<file path="config.mk">
export PLATFORM = sky130hd
export DESIGN_NAME = free_list_slot_allocator
export DESIGN_NICKNAME = d
export VERILOG_FILES = /design/src/rtl/fsa_pkg.sv /design/src/rtl/fsa_ram.sv /design/src/rtl/free_list_slot_allocator.sv
export SDC_FILE = /design/constraint.sdc
export NUM_CORES = 2
export LEC_CHECK = 0
export ABC_CLOCK_PERIOD_IN_PS = 6200
export BUFFER_PORTS_ARGS = -buffer_cell sky130_fd_sc_hd__buf_2
export CELL_PAD_IN_SITES_DETAIL_PLACEMENT = 1
export CELL_PAD_IN_SITES_GLOBAL_PLACEMENT = 1
export CORE_MARGIN = 4
export CORE_UTILIZATION = 49
export DETAILED_ROUTE_END_ITERATION = 7
export GPL_ROUTABILITY_DRIVEN = 0
export PLACE_DENSITY_LB_ADDON = 0.1
export SLEW_MARGIN = 40
export SYNTH_ARGS = -nofsm -noshare
export SYNTH_HDL_FRONTEND = slang
export SYNTH_SLANG_ARGS = --single-unit
</file>
<file path="constraint.sdc">
create_clock -name clk -period 6.2 [get_ports clk]
set_input_delay 0.93 -clock clk [delete_from_list [all_inputs] [get_ports clk]]
set_output_delay 0.93 -clock clk [all_outputs]
set_load 0.02 [all_outputs]
</file>
<file path="src/rtl/fsa_pkg.sv">
// Shared types for the free-list slot allocator.
// No dependencies; imported by the top level.
`default_nettype none

package fsa_pkg;

	localparam int unsigned SLOT_FIELD_W = 8;
	localparam int unsigned STATUS_W     = 2;

	typedef enum logic [STATUS_W-1:0] {
		ST_OK        = 2'd0,
		ST_EMPTY     = 2'd1,
		ST_NOT_ALLOC = 2'd2
	} fsa_status_t;

	typedef enum logic {
		ACT_ALLOC = 1'b0,
		ACT_FREE  = 1'b1
	} fsa_action_t;

endpackage

`default_nettype wire

</file>
<file path="src/rtl/fsa_ram.sv">
// Simple dual-port synchronous RAM, one write and one registered read port.
// Standalone; used by the allocator for the link and allocated-mark stores.
`default_nettype none

module fsa_ram #(
	parameter int unsigned DEPTH = 256,
	parameter int unsigned WIDTH = 9
) (
	input  wire logic                     clk,
	input  wire logic                     we,
	input  wire logic [$clog2(DEPTH)-1:0] waddr,
	input  wire logic [WIDTH-1:0]         wdata,
	input  wire logic                     re,
	input  wire logic [$clog2(DEPTH)-1:0] raddr,
	output      logic [WIDTH-1:0]         rdata
);

	logic [WIDTH-1:0] mem [DEPTH];

	always_ff @(posedge clk) begin
		if (we) begin
			mem[waddr] <= wdata;
		end
	end

	always_ff @(posedge clk) begin
		if (re) begin
			rdata <= mem[raddr];
		end
	end

endmodule

`default_nettype wire

</file>
<file path="src/rtl/free_list_slot_allocator.sv">
// Top level of the free-list slot allocator: head, fresh watermark, result register.
// Depends on fsa_pkg and fsa_ram.
//
//  channel | signals                              | flow
//  --------+--------------------------------------+---------------------------
//  request | in_valid, in_stall, action,          | into block, one beat per
//          | slot_to_free                         | request
//  result  | out_valid, out_stall, granted_slot,  | out of block, one beat per
//          | status                               | request
//
// Each request has an accept step that reads the link or mark RAM through its
// registered read port, and a retire step that updates head and writes back.
// One request is in flight at a time; a result waiting in the output register
// does not block the next request until the following one must retire.
// Reset needs no clearing pass: slots at or above the fresh watermark were
// never handed out, so their link is implied as index+1 and their mark as clear.
`default_nettype none

module free_list_slot_allocator #(
	parameter int unsigned SLOTS = 256
) (
	input  wire logic                              clk,
	input  wire logic                              arst_n,
	input  wire logic                              in_valid,
	output      logic                              in_stall,
	input  wire logic                              action,
	input  wire logic [fsa_pkg::SLOT_FIELD_W-1:0]  slot_to_free,
	output      logic                              out_valid,
	input  wire logic                              out_stall,
	output      logic [fsa_pkg::SLOT_FIELD_W-1:0]  granted_slot,
	output      logic [fsa_pkg::STATUS_W-1:0]      status
);

	import fsa_pkg::*;

	localparam int unsigned IDXW  = $clog2(SLOTS);
	localparam int unsigned LINKW = $clog2(SLOTS + 1);
	localparam int unsigned CMPW  = (LINKW > SLOT_FIELD_W) ? LINKW : SLOT_FIELD_W;
	localparam logic [LINKW-1:0] NULL_LINK = LINKW'(SLOTS);

	logic                    busy_s1;
	logic                    action_s1;
	logic [SLOT_FIELD_W-1:0] idx_s1;

	logic [LINKW-1:0] head_q;
	logic [LINKW-1:0] fresh_q;

	logic                    out_valid_q;
	logic [SLOT_FIELD_W-1:0] granted_q;
	fsa_status_t             status_q;

	logic             accept;
	logic             retire;
	logic [IDXW-1:0]  rd_addr;
	logic [LINKW-1:0] link_rd;
	logic             mark_rd;

	logic             head_fresh;
	logic             pool_empty;
	logic             free_ok;
	logic [LINKW-1:0] next_head;

	logic             link_we;
	logic             mark_we;
	logic [IDXW-1:0]  wr_addr;
	logic             mark_wdata;

	assign in_stall = busy_s1;
	assign accept   = in_valid && !busy_s1;
	assign retire   = busy_s1 && (!out_valid_q || !out_stall);

	// Free reads the mark of the named slot, allocate reads the head's link.
	assign rd_addr = (action == ACT_FREE) ? IDXW'(slot_to_free) : head_q[IDXW-1:0];

	fsa_ram #(.DEPTH(SLOTS), .WIDTH(LINKW)) u_link_ram (
		.clk   (clk),
		.we    (link_we),
		.waddr (wr_addr),
		.wdata (head_q),
		.re    (accept),
		.raddr (rd_addr),
		.rdata (link_rd)
	);

	fsa_ram #(.DEPTH(SLOTS), .WIDTH(1)) u_mark_ram (
		.clk   (clk),
		.we    (mark_we),
		.waddr (wr_addr),
		.wdata (mark_wdata),
		.re    (accept),
		.raddr (rd_addr),
		.rdata (mark_rd)
	);

	always_comb begin
		head_fresh = (head_q >= fresh_q);
		pool_empty = (head_q == NULL_LINK);
		// A slot below the watermark has had its mark written at least once.
		free_ok    = (CMPW'(idx_s1) < CMPW'(fresh_q)) && mark_rd;
		next_head  = head_fresh ? (head_q + LINKW'(1)) : link_rd;

		link_we    = 1'b0;
		mark_we    = 1'b0;
		mark_wdata = 1'b0;
		wr_addr    = head_q[IDXW-1:0];
		if (retire) begin
			if (action_s1 == ACT_FREE) begin
				wr_addr    = IDXW'(idx_s1);
				link_we    = free_ok;
				mark_we    = free_ok;
				mark_wdata = 1'b0;
			end else begin
				mark_we    = !pool_empty;
				mark_wdata = 1'b1;
			end
		end
	end

	always_ff @(posedge clk or negedge arst_n) begin
		if (!arst_n) begin
			busy_s1 <= 1'b0;
		end else if (accept) begin
			busy_s1 <= 1'b1;
		end else if (retire) begin
			busy_s1 <= 1'b0;
		end
	end

	always_ff @(posedge clk) begin
		if (accept) begin
			action_s1 <= action;
			idx_s1    <= slot_to_free;
		end
	end

	always_ff @(posedge clk or negedge arst_n) begin
		if (!arst_n) begin
			head_q  <= '0;
			fresh_q <= '0;
		end else if (retire) begin
			if (action_s1 == ACT_FREE) begin
				if (free_ok) begin
					head_q <= LINKW'(idx_s1);
				end
			end else if (!pool_empty) begin
				head_q <= next_head;
				if (head_fresh) begin
					fresh_q <= fresh_q + LINKW'(1);
				end
			end
		end
	end

	always_ff @(posedge clk or negedge arst_n) begin
		if (!arst_n) begin
			out_valid_q <= 1'b0;
		end else if (retire) begin
			out_valid_q <= 1'b1;
		end else if (!out_stall) begin
			out_valid_q <= 1'b0;
		end
	end

	always_ff @(posedge clk) begin
		if (retire) begin
			if (action_s1 == ACT_FREE) begin
				granted_q <= '0;
				status_q  <= free_ok ? ST_OK : ST_NOT_ALLOC;
			end else if (pool_empty) begin
				granted_q <= '0;
				status_q  <= ST_EMPTY;
			end else begin
				granted_q <= SLOT_FIELD_W'(head_q);
				status_q  <= ST_OK;
			end
		end
	end

	assign out_valid    = out_valid_q;
	assign granted_slot = granted_q;
	assign status       = status_q;

endmodule

`default_nettype wire

</file>
==> metrics <==
number of flops mapped to enable cells by yosys about 2600; final hold violations 0; initial antenna violation count 17; NetSw roughly 18 mW; Post-CTS Setup Bufs 0; count of input and output buffers 24; crit path DAT 5.27 ns; post-synth top area share between 70% and 80%; LEAKAGE just under 40 nW; Pwr per Cell Area around 440 nW/um2; crit-path cells nand2b_1, a21o_1, a21o_1, a21oi_1, nor2b_1, o21ai_0, a22o_2, buf_4, nand3_2, buf_4, nor2_1; Slew HR 38.62%; IO Pins 25; RSZ-0062 raised after global routing no; Vias roughly 67000; Crit-path slowest cell nor2_1; Core Region around 210000 um2; syn_area_per_cell ~15 um2; Cell Area, Placed between 100000 and 150000 um2; 1st-iter DRT viols about 8000; Finished Layout Cells ~10000; WHS Path Cells 2; fin crit period about 4.7 ns; Num CTS Buffers between 200 and 300; sequential group share of total power between 40% and 50%; share of cells above drive strength 1 between 15 and 20%; largest family of logic cells by synthesized area simple AND/OR/NAND/NOR gates; placed insts ~9800; Fill cells between 15000 and 20000; drt pass-1 iters 7; Distinct cells, synth 71; Tcrit/Tclk final 76.35%; compound-gate portion of the synthesized area under 10%; DRC 0; Clock Skews about 0.047 ns; Die ar. roughly 220000 um2; Max stage delay on crit path 0.68 ns; row count 170; clock share of power approximately 31%; worst hold path class input port to register; Post-synth ARST share less than 1%; CTS Sinks roughly 2600; Initial Util approximately 50%; most frequent cells in the layout 2589 x edfxtp_1, 1299 x nand2_1, 380 x nor3_1; ys flop type edfxtp_1; first-pass GRT wire length between 400 and 500 mm; Register Area about 80000 um2; Reg clk slew, reported paths 0.06 ns; Yosys reg bits approximately 2600; Fmax achieved about 210 MHz; peak supply drop 0.3555 mV; clock tree root buffer cell clkbuf_16; clk buf depth 4; status finished, final reports clean; most common cell after layout, fill and taps aside edfxtp_1; Die H roughly 470 um; Gate power share a little over a quarter; Post-Route Setup TNS 0 ns; Setup crit end kind register; H-tree Lvls 5; final setup violation count 0; Layout Area Growth over Synthesis 13.16%; slew at the pin closest to its max-slew limit 0.8975 ns; routed length per instance roughly 34 um; Detailed Place HPWL ~210 mm; switch share between 30% and 40%; largest area contributor in the netlist edfxtp_1; Tot GR Track Use 30.99%; Cell Area, Synth roughly 110000 um2; vias in the first global route a little under 70000; Multi-input gate area 25810 um2; mux contribution to synthesized area a little over 7%; adder and majority cell fraction of the synthesized area less than 1%; cts repair resizes 0; syn_nets approximately 7200; critical path type register to register; largest net degree at the start of global routing 121; number of nets in the layout 7341; Pins Over Slew Limit 0; routed wire length about 350 mm; Reg2Reg Depth 11; xor-xnor portion of the synthesized cell area less than 1%; Post-Synth Simple-Gate Area 10.33%; DR vias/cell between 6 and 7; grt ovf 0; CTS tree yes; startpoint types register; post-route ant nets 0; register area share after synthesis between 70% and 80%; die width between 400 and 500 um; Max-Cap Viols 0; Worst Path Max Fanout 12; Internal ~35 mW; Worst EP required slightly below 7 ns; Worst-Skew Late Latency between 0.9 and 1 ns; top cells by area, synth edfxtp_1 74%, nand2_1 4.7%, mux2i_1 3.6%, mux4_2 3.5%, nand3_1 1.9%; Finished Cell Area roughly 120000 um2; post-synthesis cell count between 7000 and 8000; Synth Warn # 0
==> cells in the mapped netlist (20+ instances only) <==
master	n
nor3_1	383
dfrtp_1	20
buf_1	49
o221ai_1	110
edfxtp_1	2589
buf_6	38
nand3_1	396
buf_2	150
a311oi_1	35
a2111oi_0	31
mux2i_1	375
nand4_1	29
o22ai_1	114
and3_1	49
nor2_1	329
clkbuf_1	215
a21oi_1	357
o21ai_0	77
buf_4	43
nand2_1	1327
a31oi_1	56
mux4_2	165
==> kinds of logic (layout without fill, tap and decap cells) <==
family                     count (synthesis)  count (layout)
AOI/OAI and AO/OA                        920             920
xor gates and xnor gates                  13              13
adders and majority gates                 19              19
buffers and inverters                    517             837
DFF                                     2609            2609
muxes                                    552             552
other                                      0              10
and+or+nand+nor                         2559            2559
==> worst paths after layout <==
path                                start                endpoint  slack, ns
worst min register to register  out_valid               out_valid       0.51
min in group asynchronous          arst_n               out_valid       0.58
worst min-delay path            out_stall               out_valid       0.22
worst max register to register  idx_s1[0]  u_link_ram.mem[221][6]       1.47
worst max-delay path            idx_s1[0]  u_link_ram.mem[221][6]       1.47
max in group asynchronous          arst_n               head_q[0]       5.04
==> critical path, delay by kind of cell, from the launching register on <==
family | cells | cell delay [ns]
compound gates | 5 | 1.48
simple gates | 4 | 1.46
buf+inv | 2 | 0.77
flops | 1 | 0.59
==> what timing repair did <==
item	CTS	global route
hold buffers	1	0
hold endpoints to repair	2	0
setup endpoints to repair	0	0
==> per-stage QoR <==
step	setup WS, ns	util (%)	total power, mW	hold slack, ns
final	1.466	55.74	53.03	0.2215
after global routing	1.359	55.73	54.67	0.1968
after CTS	1.413	55.62	52.98	0.1594
after detailed placement	0.7342	51.58	36.91	0.5008
after global placement	0.6632	51.19	36.37	0.4807
after floorplan	0.1674	-	30.48	0.5026
==> sequential cells by signal, indices dropped and copies added (netlist names) <==
| register | count |
|---|---|
| status | 2 |
| head_q | 9 |
| fresh_q | 9 |
| in_stall | 1 |
| u_mark_ram.mem | 256 |
| u_link_ram.mem | 2304 |
| granted_slot | 8 |
| u_link_ram.rdata | 9 |
| idx_s1 | 8 |
| u_mark_ram.rdata | 1 |
| out_valid | 1 |
| action_s1 | 1 |
==> area by class of cell <==
type	instances	share of cell area, %
antenna	10	0.02092
tap	2838	2.968
inverter	16	0.05020
clock inverter	120	0.7112
timing repair buffer	326	2.702
sequential	2609	65.44
multi-input combinational	4063	21.58
clock buffer	375	6.536
==> power by group through the flow <==
stage,Sequential [mW],Combinational (mW),Clock [mW]
3_3_place_gp,22.9,13.5,0
5_1_grt,22.5,15.0,17.2
4_1_cts,22.5,14.1,16.4
6_report,22.5,14.3,16.2
3_5_place_dp,22.9,14.0,0
2_1_floorplan,24.0,6.46,0
==> routing by layer <==
layer	global-route usage, %	part of all wire, %	vias to the layer above
met2	49.42	47	3043
met5	0	0.017	-
met3	5.526	8.1	634
li1	-	-	27782
met4	10.96	3.8	10
met1	43.28	41	35077
(Power assumes the default switching activity.)
